==> src/lpd_pkg.sv <==
// shared types and constants of the length-prefixed deframer
`default_nettype none
package lpd_pkg;

   localparam int unsigned DATA_W    = 8;
   localparam int unsigned LEN_W     = 32;
   localparam int unsigned SHIFT_W   = 24;
   localparam int unsigned HCNT_W    = 3;
   localparam int unsigned CSR_ADR_W = 3;
   localparam int unsigned CSR_DAT_W = 32;

   localparam logic [HCNT_W-1:0] HDR_LAST_BYTE = HCNT_W'(3);
   localparam logic [HCNT_W-1:0] PAYLOAD_PHASE = HCNT_W'(4);

   localparam logic [LEN_W-1:0] LIMIT_RESET = LEN_W'(1048576);

   localparam logic REQ_BYTE  = 1'b0;
   localparam logic REQ_CLEAR = 1'b1;

   localparam logic [CSR_ADR_W-1:0] CSR_PAYLOAD_LIMIT = CSR_ADR_W'(0);

   typedef enum logic [1:0] {
      STATUS_OK        = 2'd0,
      STATUS_ZERO_LEN  = 2'd1,
      STATUS_OVER_LIMIT = 2'd2
   } status_type;

   typedef struct packed {
      logic              valid;
      logic              req_type;
      logic [DATA_W-1:0] data_byte;
   } item_type;

   typedef struct packed {
      logic [DATA_W-1:0] payload_byte;
      logic              byte_valid;
      logic              frame_last;
      status_type        status;
      logic              failed_flag;
      logic              partial_flag;
   } result_type;

endpackage
`default_nettype wire

==> src/length_prefixed_deframer_core.sv <==
// top level of the length-prefixed deframer
// a request transaction is held in the input register, then in the result register, before its result is output
// throughput: one transaction per cycle while results are not stalled, limited by the single frame state update
// a stalled result holds the pipeline; an empty input register still takes a request while results wait
// reset (synchronous, active high) clears frame state and failure, limit back to 1048576
`default_nettype none
module length_prefixed_deframer_core
   import lpd_pkg::*;
(
   input  wire logic                 clock,
   input  wire logic                 reset,
   input  wire logic                 req_valid,
   output logic                      req_stall,
   input  wire logic                 req_type,
   input  wire logic [DATA_W-1:0]    req_data_byte,
   output logic                      rsp_valid,
   input  wire logic                 rsp_stall,
   output logic      [DATA_W-1:0]    rsp_payload_byte,
   output logic                      rsp_byte_valid,
   output logic                      rsp_frame_last,
   output logic      [1:0]           rsp_status,
   output logic                      rsp_failed_flag,
   output logic                      rsp_partial_flag,
   input  wire logic                 psel,
   input  wire logic                 penable,
   input  wire logic                 pwrite,
   input  wire logic [CSR_ADR_W-1:0] paddr,
   input  wire logic [CSR_DAT_W-1:0] pwdata,
   output logic      [CSR_DAT_W-1:0] prdata,
   output logic                      pready
);

   logic             advance;
   logic [LEN_W-1:0] payload_limit;
   item_type         item;
   result_type       result;

   lpd_csr u_csr (
      .clock         (clock),
      .reset         (reset),
      .psel          (psel),
      .penable       (penable),
      .pwrite        (pwrite),
      .paddr         (paddr),
      .pwdata        (pwdata),
      .prdata        (prdata),
      .pready        (pready),
      .payload_limit (payload_limit)
   );

   lpd_input_stage u_input (
      .clock         (clock),
      .reset         (reset),
      .req_valid     (req_valid),
      .req_stall     (req_stall),
      .req_type      (req_type),
      .req_data_byte (req_data_byte),
      .advance       (advance),
      .item          (item)
   );

   lpd_engine u_engine (
      .clock         (clock),
      .reset         (reset),
      .item          (item),
      .payload_limit (payload_limit),
      .advance       (advance),
      .rsp_valid     (rsp_valid),
      .rsp_stall     (rsp_stall),
      .result        (result)
   );

   assign rsp_payload_byte = result.payload_byte;
   assign rsp_byte_valid   = result.byte_valid;
   assign rsp_frame_last   = result.frame_last;
   assign rsp_status       = result.status;
   assign rsp_failed_flag  = result.failed_flag;
   assign rsp_partial_flag = result.partial_flag;

endmodule
`default_nettype wire

==> src/lpd_csr.sv <==
// configuration register block with apb-style access
`default_nettype none
module lpd_csr
   import lpd_pkg::*;
(
   input  wire logic                 clock,
   input  wire logic                 reset,
   input  wire logic                 psel,
   input  wire logic                 penable,
   input  wire logic                 pwrite,
   input  wire logic [CSR_ADR_W-1:0] paddr,
   input  wire logic [CSR_DAT_W-1:0] pwdata,
   output logic      [CSR_DAT_W-1:0] prdata,
   output logic                      pready,
   output logic      [LEN_W-1:0]     payload_limit
);

   logic [LEN_W-1:0] limit_ff;
   logic [LEN_W-1:0] limit_in;
   logic             hit;

   assign hit = (paddr == CSR_PAYLOAD_LIMIT);

   always_comb begin
      limit_in = limit_ff;
      if (psel && penable && pwrite && hit) begin
         limit_in = pwdata;
      end
   end

   always_ff @(posedge clock) begin
      if (reset) begin
         limit_ff <= LIMIT_RESET;
      end else begin
         limit_ff <= limit_in;
      end
   end

   assign prdata        = hit ? limit_ff : '0;
   assign pready        = 1'b1;
   assign payload_limit = limit_ff;

endmodule
`default_nettype wire

==> src/lpd_input_stage.sv <==
// input register holding one request transaction
`default_nettype none
module lpd_input_stage
   import lpd_pkg::*;
(
   input  wire logic              clock,
   input  wire logic              reset,
   input  wire logic              req_valid,
   output logic                   req_stall,
   input  wire logic              req_type,
   input  wire logic [DATA_W-1:0] req_data_byte,
   input  wire logic              advance,
   output item_type               item
);

   logic              valid_ff;
   logic              valid_in;
   logic              type_ff;
   logic [DATA_W-1:0] byte_ff;
   logic              load;

   assign load      = !valid_ff || advance;
   assign req_stall = !load;

   always_comb begin
      valid_in = valid_ff;
      if (load) begin
         valid_in = req_valid;
      end
   end

   always_ff @(posedge clock) begin
      if (reset) begin
         valid_ff <= 1'b0;
      end else begin
         valid_ff <= valid_in;
      end
   end

   always_ff @(posedge clock) begin
      if (load && req_valid) begin
         type_ff <= req_type;
         byte_ff <= req_data_byte;
      end
   end

   assign item.valid     = valid_ff;
   assign item.req_type  = type_ff;
   assign item.data_byte = byte_ff;

endmodule
`default_nettype wire

==> src/lpd_engine.sv <==
// frame state, length check and result register
`default_nettype none
module lpd_engine
   import lpd_pkg::*;
(
   input  wire logic             clock,
   input  wire logic             reset,
   input  wire item_type         item,
   input  wire logic [LEN_W-1:0] payload_limit,
   output logic                  advance,
   output logic                  rsp_valid,
   input  wire logic             rsp_stall,
   output result_type            result
);

   logic [SHIFT_W-1:0] shift_ff,  shift_in;
   logic [HCNT_W-1:0]  hcount_ff, hcount_in;
   logic [LEN_W-1:0]   remain_ff, remain_in;
   logic               failed_ff, failed_in;
   status_type         code_ff,   code_in;
   logic               out_valid_ff, out_valid_in;
   result_type         result_ff, result_in;
   logic [LEN_W-1:0]   length;
   logic               fire;

   assign advance = !out_valid_ff || !rsp_stall;
   assign fire    = item.valid && advance;
   assign length  = {shift_ff, item.data_byte};

   always_comb begin
      shift_in  = shift_ff;
      hcount_in = hcount_ff;
      remain_in = remain_ff;
      failed_in = failed_ff;
      code_in   = code_ff;
      result_in = '0;
      if (item.req_type == REQ_CLEAR) begin
         shift_in  = '0;
         hcount_in = '0;
         remain_in = '0;
         failed_in = 1'b0;
         code_in   = STATUS_OK;
      end else if (failed_ff) begin
         // byte dropped
      end else if (hcount_ff < HDR_LAST_BYTE) begin
         shift_in  = {shift_ff[SHIFT_W-DATA_W-1:0], item.data_byte};
         hcount_in = hcount_ff + HCNT_W'(1);
      end else if (hcount_ff == HDR_LAST_BYTE) begin
         shift_in  = '0;
         if (length == '0) begin
            hcount_in = '0;
            failed_in = 1'b1;
            code_in   = STATUS_ZERO_LEN;
         end else if (length > payload_limit) begin
            hcount_in = '0;
            failed_in = 1'b1;
            code_in   = STATUS_OVER_LIMIT;
         end else begin
            hcount_in = PAYLOAD_PHASE;
            remain_in = length;
         end
      end else begin
         result_in.payload_byte = item.data_byte;
         result_in.byte_valid   = 1'b1;
         remain_in              = remain_ff - LEN_W'(1);
         if (remain_ff == LEN_W'(1)) begin
            result_in.frame_last = 1'b1;
            hcount_in            = '0;
         end
      end
      result_in.status       = failed_in ? code_in : STATUS_OK;
      result_in.failed_flag  = failed_in;
      result_in.partial_flag = (hcount_in != '0) || (remain_in != '0);
   end

   always_comb begin
      out_valid_in = out_valid_ff;
      if (advance) begin
         out_valid_in = item.valid;
      end
   end

   always_ff @(posedge clock) begin
      if (reset) begin
         shift_ff     <= '0;
         hcount_ff    <= '0;
         remain_ff    <= '0;
         failed_ff    <= 1'b0;
         code_ff      <= STATUS_OK;
         out_valid_ff <= 1'b0;
      end else begin
         out_valid_ff <= out_valid_in;
         if (fire) begin
            shift_ff  <= shift_in;
            hcount_ff <= hcount_in;
            remain_ff <= remain_in;
            failed_ff <= failed_in;
            code_ff   <= code_in;
         end
      end
   end

   always_ff @(posedge clock) begin
      if (fire) begin
         result_ff <= result_in;
      end
   end

   assign rsp_valid = out_valid_ff;
   assign result    = result_ff;

   a_fail_clears_frame: assert property (@(posedge clock) disable iff (reset)
      failed_ff |-> (hcount_ff == '0) && (remain_ff == '0))
      else $error("frame state left behind a failure");

   a_fail_code_match: assert property (@(posedge clock) disable iff (reset)
      failed_ff == (code_ff != STATUS_OK))
      else $error("failure flag and code disagree");

   a_payload_has_count: assert property (@(posedge clock) disable iff (reset)
      (hcount_ff == PAYLOAD_PHASE) |-> (remain_ff != '0))
      else $error("payload phase with nothing left to receive");

   a_last_is_data: assert property (@(posedge clock) disable iff (reset)
      (out_valid_ff && result_ff.frame_last) |->
         (result_ff.byte_valid && !result_ff.partial_flag))
      else $error("frame end flagged without a payload byte");

   a_data_not_failed: assert property (@(posedge clock) disable iff (reset)
      (out_valid_ff && result_ff.byte_valid) |->
         (!result_ff.failed_flag && result_ff.status == STATUS_OK))
      else $error("payload byte passed out while failed");

endmodule
`default_nettype wire
==> config.mk <==
export PLATFORM = sky130hd
export DESIGN_NAME = length_prefixed_deframer_core
export DESIGN_NICKNAME = d
export VERILOG_FILES = /design/src/lpd_pkg.sv /design/src/length_prefixed_deframer_core.sv /design/src/lpd_csr.sv /design/src/lpd_input_stage.sv /design/src/lpd_engine.sv
export SDC_FILE = /design/constraint.sdc
export NUM_CORES = 1
export LEC_CHECK = 0
export BUFFER_PORTS_ARGS = -buffer_cell sky130_fd_sc_hd__buf_2
export CORE_ASPECT_RATIO = 0.6
export CORE_UTILIZATION = 35
export DETAILED_ROUTE_END_ITERATION = 6
export PLACE_DENSITY = 0.64
export SETUP_SLACK_MARGIN = 0.02
export SKIP_LAST_GASP = 1
export SYNTH_ARGS = -nofsm -noshare
export SYNTH_HDL_FRONTEND = slang
export SYNTH_HIERARCHICAL = 1
export SYNTH_SLANG_ARGS = --single-unit
==> constraint.sdc <==
create_clock -name clock -period 7.6 [get_ports clock]
set_input_delay 0.38 -clock clock [delete_from_list [all_inputs] [get_ports clock]]
set_output_delay 0.38 -clock clock [all_outputs]
set_load 0.02 [all_outputs]
-- After elaboration in Yosys (flattened, before gate mapping)
Index checks and enable logic that the tools add are counted.
- bits in registers: 119
- input bits: 51
- add/subtract/negate cells: 2
- magnitude comparators: 2
- eq/ne operators: 3
- multiplexer cells: 32
- reduce and logical (&&, ||, !) cells: 20
- operators with widths (operator ; number):
    32-bit 2-to-1 mux ; 7
    24-bit 2-to-1 mux ; 4
    32-bit by 1-bit == test with 1-bit output, second input constant ; 1
    32-bit > comparator ; 1
    32-bit zero test ; 1
    32-bit nonzero test ; 1
    32-bit by 1-bit subtractor with 32-bit output, second input constant ; 1
    3-bit 2-to-1 mux ; 7
    2-bit 2-to-1 mux ; 7
    1-bit 2-to-1 mux ; 7
    3-bit nonzero test ; 2
    1-bit logical AND ; 5
    1-bit zero test ; 4
    4-bit OR reduction ; 1
    3-bit by 1-bit adder with 3-bit output, second input constant ; 1
    3-bit by 2-bit == test with 1-bit output, second input constant ; 1
    3-bit zero test ; 1
    1-bit logical OR ; 3
    3-bit by 2-bit less-than comparator with 1-bit output, second input constant ; 1
    3-bit AND reduction ; 1
    3-bit OR reduction ; 1
    2-bit inequality test, second input constant ; 1

-- Logic depth before layout (Yosys ltp)
- word-level depth: 9
- gate-level depth with buffers: 15

-- Cells and area by module
Netlist, hierarchy kept.
- modules (own cells, without submodules) (module ; times used ; cells an instance ; area an instance (µm²) ; sequential area each (µm²)):
    lpd_engine ; 1 ; 736 ; 5596.6 ; 1681.6
    lpd_csr ; 1 ; 178 ; 1706.6 ; 640.6
    lpd_input_stage ; 1 ; 15 ; 335.3 ; 290.3

-- Worst setup path before layout
No wires, ideal clock.
- kind: reg-to-reg
- from: register u_input.byte_ff[1]
- to: register u_engine.result_ff, in the netlist u_engine/result[0], data pin
- setup time: 0.272 ns
- data arrival time: 3.121 ns
- setup slack: 4.207 ns
- stages on the path, launching flop included: 12
- buffers on the path: 0
- path through: edfxtp_1 -> ha_1 -> nor2b_1 -> o211ai_1 -> a211oi_4 -> o31ai_4 -> nand3_1 -> o221a_2 -> a221o_1 -> nor4_2 -> nand4_1 -> or4b_1
- RTL lines (element ; RTL line ; text):
    start: declaration ; lpd_input_stage.sv:19 ; logic [DATA_W-1:0] byte_ff;
    start signal: assignment ; lpd_input_stage.sv:43 ; byte_ff <= req_data_byte;
    end signal: assignment ; lpd_engine.sv:105 ; result_ff <= result_in;
    end: declaration ; lpd_engine.sv:22 ; result_type result_ff, result_in;

==> results.sh <==
export IMPL_status="complete, but fails checks"
export IMPL_violations="DRC"
export IMPL_dr_pass1_iters=7
export IMPL_synth_compound_area_frac=0.191
export IMPL_hold_violations=0
export IMPL_grt_use_total=0.238
export IMPL_drcViolationCount=8
export IMPL_crit_type="flop to flop"
export IMPL_fin_worst_skew_ns=0.0124
export IMPL_critical_path_required_ns=7.76
export IMPL_cts_clk_slew_worst_paths_ns=0.06
export IMPL_postCtsHoldBufs=0
export IMPL_syn_avg_cell_area_sq_um=8.22
export IMPL_area_growth_pct=14.7
export IMPL_cts_resized=0
export IMPL_total_leakage_power_nw=3.39
export IMPL_finalSetupViolations=0
export IMPL_ir_drop_v=0.000163
export IMPL_fmax_mhz=192
export IMPL_sw_frac_of_total=0.264
export IMPL_cp_max_fo=21
export IMPL_hold_class="input port to flop"
export IMPL_fp_coreArea_sq_um=21200
export IMPL_antenna_found_initial=0
export IMPL_routedWlPerCell_um=20.4
export IMPL_tns_ns=0
export IMPL_multiInputGateArea_sq_um=4500
export IMPL_worstPathArrival_ns=5.36
export IMPL_synth_top_family_by_area="simple AND/OR/NAND/NOR gates"
export IMPL_clockRootBuffer="clkbuf_16"
export IMPL_synth_xor_area_share=0.00459
export IMPL_slew_headroom=0.292
export IMPL_globalplace_congestion=0.978
export IMPL_clock_path_buffers=2
export IMPL_crit_path_end_kind="flop"
export IMPL_seq_area_sq_um=2610
export IMPL_ys_seq_area_frac=0.342
export IMPL_synth_area_sq_um=7640
export IMPL_yosysWarnings=6
export IMPL_drt_iter0_markers=1118
export IMPL_cap_viol_max_count=0
export IMPL_ys_types=82
export IMPL_die_h_um=116
export IMPL_grt_max_degree=96
export IMPL_ys_flop_type="dfxtp_1"
export IMPL_routed_wl_um=26100
export IMPL_nets=1078
export IMPL_path_cells="a21oi_1 -> nor2_2 -> buf_4 -> nand2_1 -> nor2_1 -> nand3_1 -> o221a_2 -> a221o_1 -> nor4_2 -> nand4_1 -> or4b_1"
export IMPL_power_internal_mw=1.15
export IMPL_async_flop_share=0
export IMPL_nFillCells=2131
export IMPL_p_sw_uw=413
export IMPL_initial_core_util=0.361
export IMPL_io_buffers=98
export IMPL_diodes=0
export IMPL_cts_setup_buffers=0
export IMPL_rows=41
export IMPL_finalInstanceArea_sq_um=8760
export IMPL_period_share=0.685
export IMPL_cp_start_kind="flop"
export IMPL_maxSlewViolCount=0
export IMPL_synthAdderAreaFrac=0.0590
export IMPL_cts_made_buffers=17
export IMPL_vias_per_cell=5.82
export IMPL_dieWidth_um=193
export IMPL_ant_nets=0
export IMPL_worst_pin_slew_ns=1.06
export IMPL_pwr_share_seq=0.430
export IMPL_syn_inst=929
export IMPL_grt_first_pass_wirelength_um=39600
export IMPL_muxShareOfSynthArea=0.0500
export IMPL_insertion_delay_ns=0.43
export IMPL_synth_edf_count=23
export IMPL_dieArea_sq_um=22400
export IMPL_ys_seq_elements=119
export IMPL_powerDensity_nw_per_um2=179
export IMPL_dp_hpwl_um=18900
export IMPL_grt_pass1_vias=6623
export IMPL_rsz0062_at_grt="false"
export IMPL_vias=7470
export IMPL_ios=100
export IMPL_pwr_share_comb=0.100
export IMPL_cpPeakStageDelay_ns=0.84
export IMPL_clock_sinks=119
export IMPL_grt_overflow_total=0
export IMPL_place_area_sq_um=8230
export IMPL_cts_tree="built"
export IMPL_layout_common_cells="buf_2 (97), dfxtp_1 (96), a21oi_1 (89)"
export IMPL_crit_buf_inv=1
export IMPL_synthSimpleGateAreaFrac=0.284
export IMPL_syn_nets=1016
export IMPL_clkPwrFrac=0.470
export IMPL_crit_family="simple AND/OR/NAND/NOR gates"
export IMPL_htreeDepth=4
export IMPL_cpMaxStageDelayCell="nand3_1"
export IMPL_layout_commonest_cell="buf_2"
export IMPL_fin_crit_ns=5.20
export IMPL_drive_above_1_share=0.170
-- stage by stage --
stage | hold slack, ns | worst slack (ns) | util | power, mW | cells
finish | 0.132 | 2.40 | 0.414 | 1.56 | 1283
global route | 0.114 | 2.29 | 0.414 | 1.62 | 1283
CTS | 0.114 | 2.60 | 0.414 | 1.57 | 1283
detailed placement | 0.477 | 2.61 | 0.389 | 0.838 | 1251
global placement | 0.473 | 2.60 | 0.389 | 0.838 | 1251
floorplan | 0.450 | 4.21 | - | 0.785 | 929
-- final timing paths --
check / cells after the start / from / endpoint / slack (ns)
setup / recovery: 11 / u_engine/hcount_ff[1] / u_engine/result[0] / 2.40
hold / removal: 1 / req_type / u_input/type_ff / 0.13
setup reg to reg: 11 / u_engine/hcount_ff[1] / u_engine/result[0] / 2.40
hold reg to reg: 2 / u_csr/payload_limit[15] / u_csr/payload_limit[15] / 0.48
-- power groups by stage --
| stage | Sequential, mW | Clock, mW | Combinational (mW) |
|---|---|---|---|
| after floorplan | 0.680 | 0 | 0.105 |
| after global placement | 0.685 | 0 | 0.153 |
| after detailed placement | 0.685 | 0 | 0.153 |
| after CTS | 0.671 | 0.750 | 0.153 |
| after global routing | 0.673 | 0.778 | 0.170 |
| final | 0.672 | 0.736 | 0.156 |
-- cells by family after synthesis --
kind of cell,count (synthesis)
compound gates,221
xor+xnor,4
fa+ha+maj,36
buf+inv,115
flops,119
mux,38
other cells,1
simple gates,395
-- synthesized netlist by cell type, types with 8 or more instances --
| master | count | share of area |
|---|---|---|
| nor3_1 | 26 | 0.017 |
| nand2_1 | 63 | 0.031 |
| and2_1 | 46 | 0.038 |
| o221ai_1 | 9 | 0.010 |
| nor2_1 | 75 | 0.037 |
| nor4_1 | 23 | 0.019 |
| clkbuf_1 | 48 | 0.024 |
| a21oi_1 | 89 | 0.058 |
| a211oi_1 | 8 | 0.0079 |
| edfxtp_1 | 23 | 0.090 |
| nand2b_1 | 64 | 0.052 |
| nand4_1 | 13 | 0.011 |
| ha_1 | 36 | 0.059 |
| o21ai_0 | 29 | 0.019 |
| buf_2 | 8 | 0.0052 |
| nand3_1 | 37 | 0.024 |
| mux2i_1 | 37 | 0.048 |
| inv_1 | 46 | 0.023 |
| o21a_1 | 11 | 0.011 |
| dfxtp_1 | 96 | 0.25 |
-- layout make-up --
class                           count  area share
Timing Repair Buffer              112      0.0682
Inverter                           46      0.0197
Clock inverter                      9     0.00585
Sequential cell                   119       0.298
Multi-Input combinational cell    695       0.514
Clock buffer                       23      0.0545
Tap cell                          279      0.0398
-- registers in the layout, summed over array words and instances, names as in the netlist, 2 cells and up --
| signal | cells |
|---|---|
| u_csr/payload_limit | 32 |
| u_engine/code_ff | 2 |
| u_engine/hcount_ff | 3 |
| u_engine/remain_ff | 32 |
| u_engine/result | 14 |
| u_engine/shift_ff | 24 |
| u_input/byte_ff | 8 |
-- per-layer routing --
layer | track usage | up-vias | routed length [um]
met2 | 0.304 | 471 | 9360
met3 | 0.0757 | 41 | 3530
met1 | 0.371 | 3480 | 12800
met5 | 0.0214 | - | 64
met4 | 0.0562 | 2 | 389
li1 | - | 3476 | -
No activity file was read; power rests on OpenSTA's default activity.
